===== config.mk =====
export PLATFORM = sky130hd
export DESIGN_NAME = two_level_priority_queue_top
export DESIGN_NICKNAME = d
export VERILOG_FILES = /design/src/hw/rtl/tlpq_pkg.sv /design/src/hw/rtl/tlpq_store.sv /design/src/hw/rtl/tlpq_ctrl.sv /design/src/hw/rtl/two_level_priority_queue_top.sv
export SDC_FILE = /design/constraint.sdc
export NUM_CORES = 1
export LEC_CHECK = 0
export ABC_CLOCK_PERIOD_IN_PS = 7400
export BUFFER_PORTS_ARGS = -buffer_cell sky130_fd_sc_hd__buf_2
export CORE_MARGIN = 2
export CORE_UTILIZATION = 25
export DETAILED_ROUTE_END_ITERATION = 10
export GPL_TIMING_DRIVEN = 0
export PLACE_DENSITY = 0.44
export SLEW_MARGIN = 30
export SYNTH_ARGS = -nofsm -noshare
export SYNTH_HDL_FRONTEND = slang
export SYNTH_SLANG_ARGS = --single-unit

===== constraint.sdc =====
create_clock -name clk -period 7.4 [get_ports clk]
set_input_delay 1.48 -clock clk [delete_from_list [all_inputs] [get_ports clk]]
set_output_delay 1.48 -clock clk [all_outputs]
set_load 0.005 [all_outputs]

===== src/hw/rtl/tlpq_pkg.sv =====
// ----------------------------------------------------------------------------
// tlpq_pkg
// Types, sizes and codes shared by the two-level priority queue.
// ----------------------------------------------------------------------------
`timescale 1ns / 1ps

package tlpq_pkg;

  localparam int DEPTH  = 16;
  localparam int ADDR_W = (DEPTH > 1) ? $clog2(DEPTH) : 1;
  localparam int CNT_W  = $clog2(DEPTH + 1);
  localparam int WORD_W = 32;

  typedef logic [ADDR_W-1:0] addr_t;
  typedef logic [CNT_W-1:0]  cnt_t;
  typedef logic [WORD_W-1:0] word_t;

  localparam logic       CMD_PUSH = 1'b0;
  localparam logic       CMD_POP  = 1'b1;
  localparam logic [1:0] LVL_HIGH = 2'd1;
  localparam logic [1:0] LVL_LOW  = 2'd2;

  typedef enum logic [1:0] {
    ST_PUSHED  = 2'd0,
    ST_DROPPED = 2'd1,
    ST_POPPED  = 2'd2,
    ST_EMPTY   = 2'd3
  } status_t;

  typedef enum logic [1:0] {
    S_IDLE,
    S_READ,
    S_RESULT
  } state_t;

  // One access to a level store; write and read never share a cycle.
  typedef struct packed {
    logic  we;
    logic  re;
    addr_t addr;
    word_t wdata;
  } mem_req_t;

endpackage


===== src/hw/rtl/tlpq_store.sv =====
// ----------------------------------------------------------------------------
// tlpq_store
// Storage for one priority level: DEPTH words, one access per cycle,
// registered read data.
// ----------------------------------------------------------------------------
`timescale 1ns / 1ps

module tlpq_store import tlpq_pkg::*; (
  input  logic     clk,
  input  mem_req_t req,
  output word_t    rdata
);

  word_t mem [DEPTH];

  always_ff @(posedge clk) begin
    if (req.we) begin
      mem[req.addr] <= req.wdata;
    end
    if (req.re) begin
      rdata <= mem[req.addr];
    end
  end

endmodule


===== src/hw/rtl/tlpq_ctrl.sv =====
// ----------------------------------------------------------------------------
// tlpq_ctrl
// Sequencer for the priority queue: pointers, fill counts, store accesses
// and the result register.
// ----------------------------------------------------------------------------
`timescale 1ns / 1ps

module tlpq_ctrl import tlpq_pkg::*; (
  input  logic               clk,
  input  logic               rst,
  input  logic               in_valid,
  output logic               in_stall,
  input  logic               cmd,
  input  logic signed [31:0] value_in,
  input  logic        [1:0]  level,
  output logic               out_valid,
  input  logic               out_stall,
  output logic signed [31:0] value_out,
  output logic        [1:0]  status,
  output mem_req_t           high_req,
  output mem_req_t           low_req,
  input  word_t              high_rdata,
  input  word_t              low_rdata
);

  state_t  state, state_next;
  addr_t   high_head, high_tail, low_head, low_tail;
  cnt_t    high_count, low_count;
  logic    pop_sel;
  word_t   res_value;
  status_t res_status;

  logic accept, is_push, push_high, push_low, pop_high, pop_low;
  logic out_free, out_load;

  function automatic addr_t next_index(addr_t p);
    return (p == addr_t'(DEPTH - 1)) ? '0 : addr_t'(p + 1'b1);
  endfunction

  assign accept    = in_valid && !in_stall;
  assign is_push   = (cmd == CMD_PUSH);
  assign push_high = is_push && (level == LVL_HIGH) && (high_count != cnt_t'(DEPTH));
  assign push_low  = is_push && (level == LVL_LOW) && (low_count != cnt_t'(DEPTH));
  assign pop_high  = !is_push && (high_count != '0);
  assign pop_low   = !is_push && (high_count == '0) && (low_count != '0);
  assign out_free  = !out_valid || !out_stall;

  always_comb begin
    state_next = state;
    case (state)
      S_IDLE: begin
        if (accept) begin
          state_next = (pop_high || pop_low) ? S_READ : S_RESULT;
        end
      end
      S_READ:   state_next = S_RESULT;
      S_RESULT: begin
        if (out_free) begin
          state_next = S_IDLE;
        end
      end
      default:  state_next = S_IDLE;
    endcase
  end

  always_comb begin
    in_stall       = (state != S_IDLE);
    out_load       = (state == S_RESULT) && out_free;
    high_req.we    = accept && push_high;
    high_req.re    = accept && pop_high;
    high_req.addr  = pop_high ? high_head : high_tail;
    high_req.wdata = word_t'(value_in);
    low_req.we     = accept && push_low;
    low_req.re     = accept && pop_low;
    low_req.addr   = pop_low ? low_head : low_tail;
    low_req.wdata  = word_t'(value_in);
  end

  always_ff @(posedge clk) begin
    if (rst) begin
      state      <= S_IDLE;
      high_head  <= '0;
      high_tail  <= '0;
      high_count <= '0;
      low_head   <= '0;
      low_tail   <= '0;
      low_count  <= '0;
      out_valid  <= 1'b0;
    end else begin
      state <= state_next;
      if (accept) begin
        pop_sel <= pop_low;
        if (push_high) begin
          high_tail  <= next_index(high_tail);
          high_count <= cnt_t'(high_count + 1'b1);
        end
        if (push_low) begin
          low_tail  <= next_index(low_tail);
          low_count <= cnt_t'(low_count + 1'b1);
        end
        if (pop_high) begin
          high_head  <= next_index(high_head);
          high_count <= cnt_t'(high_count - 1'b1);
        end
        if (pop_low) begin
          low_head  <= next_index(low_head);
          low_count <= cnt_t'(low_count - 1'b1);
        end
        if (is_push) begin
          res_value  <= '0;
          res_status <= (push_high || push_low) ? ST_PUSHED : ST_DROPPED;
        end else begin
          // Both levels empty; a pop that finds data is finished in S_READ.
          res_value  <= '1;
          res_status <= ST_EMPTY;
        end
      end
      if (state == S_READ) begin
        res_value  <= pop_sel ? low_rdata : high_rdata;
        res_status <= ST_POPPED;
      end
      if (out_load) begin
        value_out <= res_value;
        status    <= res_status;
        out_valid <= 1'b1;
      end else if (!out_stall) begin
        out_valid <= 1'b0;
      end
    end
  end

endmodule


===== src/hw/rtl/two_level_priority_queue_top.sv =====
// ----------------------------------------------------------------------------
// two_level_priority_queue_top
// Strict two-level priority queue built on two word stores.
// ----------------------------------------------------------------------------
// Each input word is a push (cmd 0) of value_in to level 1 (high) or level 2
// (low), or a pop (cmd 1). Every input word yields exactly one result word.
// A push returns value_out 0 with status 0, or status 1 when the selected
// level already holds DEPTH entries or the level is neither 1 nor 2. A pop
// returns the oldest high-level value, else the oldest low-level value, with
// status 2; with both levels empty it returns -1 with status 3. Both levels
// are circular buffers kept in their own single-port stores with a registered
// read. Items are handled one at a time: a push passes the sequencer states
// S_IDLE and S_RESULT, and a pop that finds data also passes S_READ, the
// store read; while the output word is stalled, the next item is
// still accepted and worked up to its result, then waits there. The stores
// need no clearing after reset, since an entry is only read after it has been
// written; the block takes input words from the first cycle after reset.
// Reads and writes of a store happen in separate items, so no forwarding is
// needed.
// ----------------------------------------------------------------------------
`timescale 1ns / 1ps

module two_level_priority_queue_top import tlpq_pkg::*; (
  input  logic               clk,
  input  logic               rst,
  input  logic               in_valid,
  output logic               in_stall,
  input  logic               cmd,
  input  logic signed [31:0] value_in,
  input  logic        [1:0]  level,
  output logic               out_valid,
  input  logic               out_stall,
  output logic signed [31:0] value_out,
  output logic        [1:0]  status
);

  mem_req_t high_req, low_req;
  word_t    high_rdata, low_rdata;

  // Sequencer: decides each word, owns the pointers and the result register.
  tlpq_ctrl u_ctrl (
    .clk        (clk),
    .rst        (rst),
    .in_valid   (in_valid),
    .in_stall   (in_stall),
    .cmd        (cmd),
    .value_in   (value_in),
    .level      (level),
    .out_valid  (out_valid),
    .out_stall  (out_stall),
    .value_out  (value_out),
    .status     (status),
    .high_req   (high_req),
    .low_req    (low_req),
    .high_rdata (high_rdata),
    .low_rdata  (low_rdata)
  );

  // High-priority level store.
  tlpq_store u_high_store (
    .clk   (clk),
    .req   (high_req),
    .rdata (high_rdata)
  );

  // Low-priority level store.
  tlpq_store u_low_store (
    .clk   (clk),
    .req   (low_req),
    .rdata (low_rdata)
  );

endmodule


==> flow_summary.yaml, run 1 <==
outcome:
  status: "complete, no violations"
floorplanning:
  die_width_um: 440
  die_h_um: 440
  ioPinCount: 75
  dieArea_sq_um: 194000
  rows: 160
  core-area_sq_um: 190000
  start_util_pct: 25.1
logic_synthesis:
  syn_inst: 2849
  ys_ff_latch: 1186
  postSynthAreaPerCell_sq_um: 16.7
  ys.flop_type: "edfxtp_1"
  yosys-top-cells-area: "edfxtp_1 (73%), mux2i_1 (9.6%), and3_1 (2.5%), o22ai_1 (2.5%), o211a_1 (2.0%)"
  synthTopCellsByCount: "edfxtp_1 (1,157), mux2i_1 (458), and3_1 (193)"
  netlist.area_leader.share_pct: 73.0
  synth.most_common_cell: "edfxtp_1"
  synth_mux_area_share_pct: 9.92
  syn_area_sq_um: 47600
  yosys_warnings: 0
  synthArstFlopShare_pct: 0
  synth_edf_count: 1157
  yosys.area_share.simple_pct: 5.12
  synth-compound-area-share_pct: 8.08
  synth_top_cell_by_area: "edfxtp_1"
  synth_cell_types: 54
  ys_seq_area_share_pct: 74.3
  synthAdderAreaFrac_pct: 0.347
  synth_xor_area_share_pct: 0.239
  synth_top_family_by_area: "multiplexers"
  synth_nets: 2900
power:
  leakage_uw: 0.0219
  max-vdd-ir-drop_mv: 0.203
  power_frac_seq_pct: 52.0
  p_clk_share_pct: 43.2
  p_int_uw: 11100
  p_per_area_nw_per_um2: 250
  switchingPower_uw: 3180
  p_comb_share_pct: 4.8
  p_sw_share_pct: 22.2
  total_power_uw: 14300
cells_and_area:
  nets: 3172
  area_growth_pct: 20.2
  drive_gt1_share_pct: 14.4
  final_area_sq_um: 57200
  final_core_util_pct: 30.2
setup_path:
  cp_common_cell: "buf_2"
  crit_required_ps: 7840
  crit_chain: "or4_1 > buf_2 > o211ai_2 > a21boi_1 > buf_2 > buf_4 > buf_2 > nand3b_1 > nor2_4 > buf_16 > buf_8"
  crit_slowest_cell: "nor2_4"
  slowest_delay_ps: 700
  cp_max_fo: 14
  end_kind: "register"
  path_buf_inv: 6
  crit_family: "buffers and inverters"
  critical_path_class: "register to register"
  critPathLaunchType: "register"
  cp.arrival_ps: 5220
drt:
  drc: 0
  avgRoutedWirePerCell_um: 27.1
  viasPerCell: 4.75
  drtAntennaViolNets: 0
  vias: 27300
  drtPass1Iterations: 6
  drtIter0Drc: 2821
  routed_wl_mm: 156
timing:
  slew-limit-headroom_pct: 29.6
  skew_ps: 34.2
  setup_violations: 0
  min_period_over_period_pct: 64.7
  drv_slew: 0
  hold_violations: 0
  tightest_slew_ps: 1050
  grt_setup_unrepaired: "no"
  max_freq_ghz: 0.209
  period_minus_slack_ps: 4780
global_route:
  antenna_found_initial: 8
  grt_pass1_wl_mm: 216
  grt_max_degree: 33
  use_met2_pct: 25.5
  first_global_vias: 26900
  busiest_layer: "met2"
  track_usage_pct: 15.9
  gr-total-overflow: 0
  use_met3_pct: 2.30
  met1_usage_pct: 22.2
clocking:
  clkSinkCount: 1186
  cts-root-buf: "clkbuf_16"
  cts_resized: 0
  clk_path_buf_depth: 3
  clk_pin_slew_ps: 60
  cts_buffers: 120
  ctsHoldBuffers: 0
  cts-htree-levels: 3
  cts_tree: "done"
  cts_setup_buffers: 0
  clock_latency_ps: 760
place:
  io_buffers: 74
  place_hpwl_mm: 108
  place_area_sq_um: 53200
  place.gp.congestion: 0.831
hold_path:
  hp-class: "register to register"
job:
  max-cap-violations: 0
-- power by group through the flow --
stage | clock [uW] | sequential [uW] | combinational, uW
floorplan | 0 | 7580 | 320
global placement | 0 | 7600 | 667
detailed placement | 0 | 7590 | 696
CTS | 6310 | 7450 | 698
global route | 6540 | 7450 | 734
finish | 6180 | 7450 | 687
-- sequential cells by signal, summed over array words and instances, names as in the netlist --
name / count
u_high_store.mem: 512
u_low_store.mem: 512
u_ctrl.res_value: 32
u_ctrl.value_out: 32
u_high_store.rdata: 32
u_low_store.rdata: 32
u_ctrl.high_count: 5
u_ctrl.low_count: 5
u_ctrl.high_head: 4
u_ctrl.high_tail: 4
u_ctrl.low_head: 4
u_ctrl.low_tail: 4
u_ctrl.res_status: 2
u_ctrl.state: 2
u_ctrl.status: 2
u_ctrl.out_valid: 1
u_ctrl.pop_sel: 1
-- placed cells by master, fill, tap and decap left out, drive strengths merged, types with 13 or more instances in the layout --
cell type	netlist	layout
edfxtp	1157	1157
bufinv	0	13
or4	35	35
clkinv	1	56
dfxtp	29	29
or3	36	36
and3	193	193
o22ai	189	189
o21ai	17	17
nor3	17	17
a31oi	18	18
buf	82	232
nand2	29	29
nor2	78	78
mux2i	458	458
o31ai	96	96
clkbuf	123	277
o2111ai	32	32
a21oi	54	54
o211a	96	96
-- area by class of cell --
| class | count | area [sq um] |
|---|---|---|
| Sequential cell | 1186 | 35300 |
| Multi-Input combinational cell | 1446 | 11600 |
| Fill cell | 18600 | 132000 |
| Clock inverter | 72 | 728 |
| Antenna cell | 6 | 15.0 |
| Clock buffer | 154 | 3230 |
| Tap cell | 2511 | 3140 |
| Timing Repair Buffer | 150 | 2160 |
| Inverter | 12 | 45.0 |
| Buffer | 205 | 927 |
-- layer usage --
metal | wire (um) | up-vias
li1 | - | 12100
met1 | 70600 | 14200
met2 | 72900 | 815
met3 | 8470 | 171
met4 | 3630 | 4
met5 | 27 | -
-- path summary, 6_finish.rpt --
path | start | to | slack, ps | cells after the start
worst max-delay path | u_ctrl.high_count[0] | u_high_store.mem[6][28] | 2620 | 11
worst min-delay path | u_ctrl.res_value[19] | u_ctrl.value_out[19] | 420 | 0
worst min register to register | u_ctrl.res_value[19] | u_ctrl.value_out[19] | 420 | 0
worst max register to register | u_ctrl.high_count[0] | u_high_store.mem[6][28] | 2620 | 11
-- cells by family after synthesis --
| group | count (synthesis) |
|---|---|
| compound gates | 524 |
| xor+xnor | 13 |
| fa+ha+maj | 12 |
| buf+inv | 217 |
| flops | 1186 |
| mux | 470 |
| simple gates | 427 |
-- metrics by stage --
stage	instances	TNS (ps)	hold WS [ps]	setup slack [ps]
global placement	5434	-81910	404	-1980
detailed placement	5509	0	405	2080
finish	5742	0	417	2620
CTS	5735	0	412	2670
global route	5737	0	431	2480
floorplan	2849	0	400	2830
Note: power is estimated with default switching activity, not from simulation.
==> run 2: changes to the inputs <==
- ABC_CLOCK_PERIOD_IN_PS: 7400 -> 4800
- clock period: 7.4 -> 4.8 ns (I/O delays scaled with it)
==> flow_summary.yaml, run 2 (synthesis results as in run 1) <==
outcome:
  status: "complete, no violations"
setup_path:
  slowest_delay_ps: 520
  reg2reg_slack_ps: 260
  critPathLaunchType: "register"
  cp_max_fo: 13
  crit_slowest_cell: "nor2_4"
  end_kind: "register"
  cp_common_cell: "buf_2"
  crit_required_ps: 5260
  critical_path_class: "register to register"
  cp.arrival_ps: 5000
  crit_chain: "or4_1 > buf_2 > o211ai_2 > a21boi_1 > buf_2 > buf_4 > buf_2 > nand3_1 > nor2_4 > buf_16 > buf_16"
power:
  max-vdd-ir-drop_mv: 0.313
  p_per_area_nw_per_um2: 386
  leakage_uw: 0.0219
clocking:
  cts_setup_buffers: 0
  cts-htree-levels: 3
  clock_latency_ps: 760
  clkSinkCount: 1186
  clk_path_buf_depth: 3
  cts-root-buf: "clkbuf_16"
  cts_buffers: 120
  cts_tree: "done"
  cts_resized: 0
  ctsHoldBuffers: 0
  clk_pin_slew_ps: 60
timing:
  skew_ps: 34.7
  drv_slew: 0
  setup_violations: 0
  period_minus_slack_ps: 4540
  slew-limit-headroom_pct: 28.5
  tightest_slew_ps: 1070
  hold_violations: 0
  grt_setup_unrepaired: "no"
  max_freq_ghz: 0.220
  min_period_over_period_pct: 94.6
global_route:
  first_global_vias: 26900
  grt_pass1_wl_mm: 216
  antenna_found_initial: 8
  track_usage_pct: 15.9
  gr-total-overflow: 0
  grt_max_degree: 33
floorplanning:
  ioPinCount: 75
  start_util_pct: 25.1
  die_h_um: 440
  core-area_sq_um: 190000
  rows: 160
  die_width_um: 440
  dieArea_sq_um: 194000
place:
  place_area_sq_um: 53200
  place.gp.congestion: 0.831
  io_buffers: 74
  dpl.cell_count: 5509
  place_hpwl_mm: 108
cells_and_area:
  reg_top3: "u_high_store.mem (512), u_low_store.mem (512)"
  final_area_sq_um: 57200
  fillCellCount: 18600
  area_growth_pct: 20.3
  final_cell_mix: "edfxtp_1 (1,157), mux2i_1 (455), and3_1 (193)"
  final_cells: 5747
  drive_gt1_share_pct: 14.6
  mostFrequentLayoutCell: "edfxtp_1"
  nets: 3177
  final_core_util_pct: 30.2
hold_path:
  hp-class: "register to register"
drt:
  drtPass1Iterations: 6
  vias: 27300
  drc: 0
  drtIter0Drc: 2713
  routed_wl_mm: 156
  avgRoutedWirePerCell_um: 27.1
  drtAntennaViolNets: 0
  viasPerCell: 4.74
job:
  max-cap-violations: 0
run 2: cell types whose count changed in the layout (fill, tap and decap cells not counted), sizes merged:
cell  delta
buf      +5
run 2: per-layer routing:
layer | track usage (%) | vias to the layer above | share of wire [%]
li1 | - | 12100 | -
met1 | 22.2 | 14200 | 46
met2 | 25.5 | 776 | 47
met3 | 2.30 | 156 | 5.2
met4 | 4.21 | 4 | 2.1
met5 | 0 | - | 0.017
run 2: final timing paths:
kind | startpoint | endpoint | depth (start not counted)
setup / recovery | u_ctrl.high_count[0] | u_high_store.mem[12][2] | 11
hold / removal | u_ctrl.res_value[19] | u_ctrl.value_out[19] | 0
setup reg to reg | u_ctrl.high_count[0] | u_high_store.mem[12][2] | 11
hold reg to reg | u_ctrl.res_value[19] | u_ctrl.value_out[19] | 0
run 2: layout make-up:
class | instances | area [sq um] | area share, %
clock inverters | 72 | 728 | 1.27
repair buffers | 155 | 2200 | 3.85
multi-input cells | 1446 | 11600 | 20.3
plain buffers | 205 | 927 | 1.62
clock buffers | 154 | 3230 | 5.65
flip-flops and latches | 1186 | 35300 | 61.7
well taps | 2511 | 3140 | 5.49
diodes | 6 | 15.0 | 0.0262
inverters | 12 | 45.0 | 0.0787
run 2: power breakdown:
| part | switching [uW] | total, uW | internal [uW] | leakage, uW |
|---|---|---|---|---|
| Sequential | 37.1 | 11500 | 11400 | 0.0107 |
| Clock | 4090 | 9530 | 5440 | 0.00194 |
| Combinational | 774 | 1060 | 288 | 0.00934 |
| Total | 4910 | 22100 | 17200 | 0.0219 |
run 2: worst max-delay path, delay by kind of cell, from the launching register on:
kind / cells / cell delay (ps)
simple gates: 3 / 1480
flops: 1 / 350
buf+inv: 6 / 1720
compound gates: 2 / 650
run 2: through the flow:
| step | TNS [ps] | worst slack (ps) | total power [uW] | hold slack (ps) |
|---|---|---|---|---|
| after floorplan | 0 | 755 | 12200 | 400 |
| after global placement | -2065720 | -4060 | 12700 | 404 |
| after detailed placement | -4.75 | -4.75 | 12800 | 405 |
| after CTS | 0 | 71.7 | 22300 | 412 |
| after global routing | 0 | 78.0 | 22700 | 431 |
| final | 0 | 259 | 22100 | 417 |
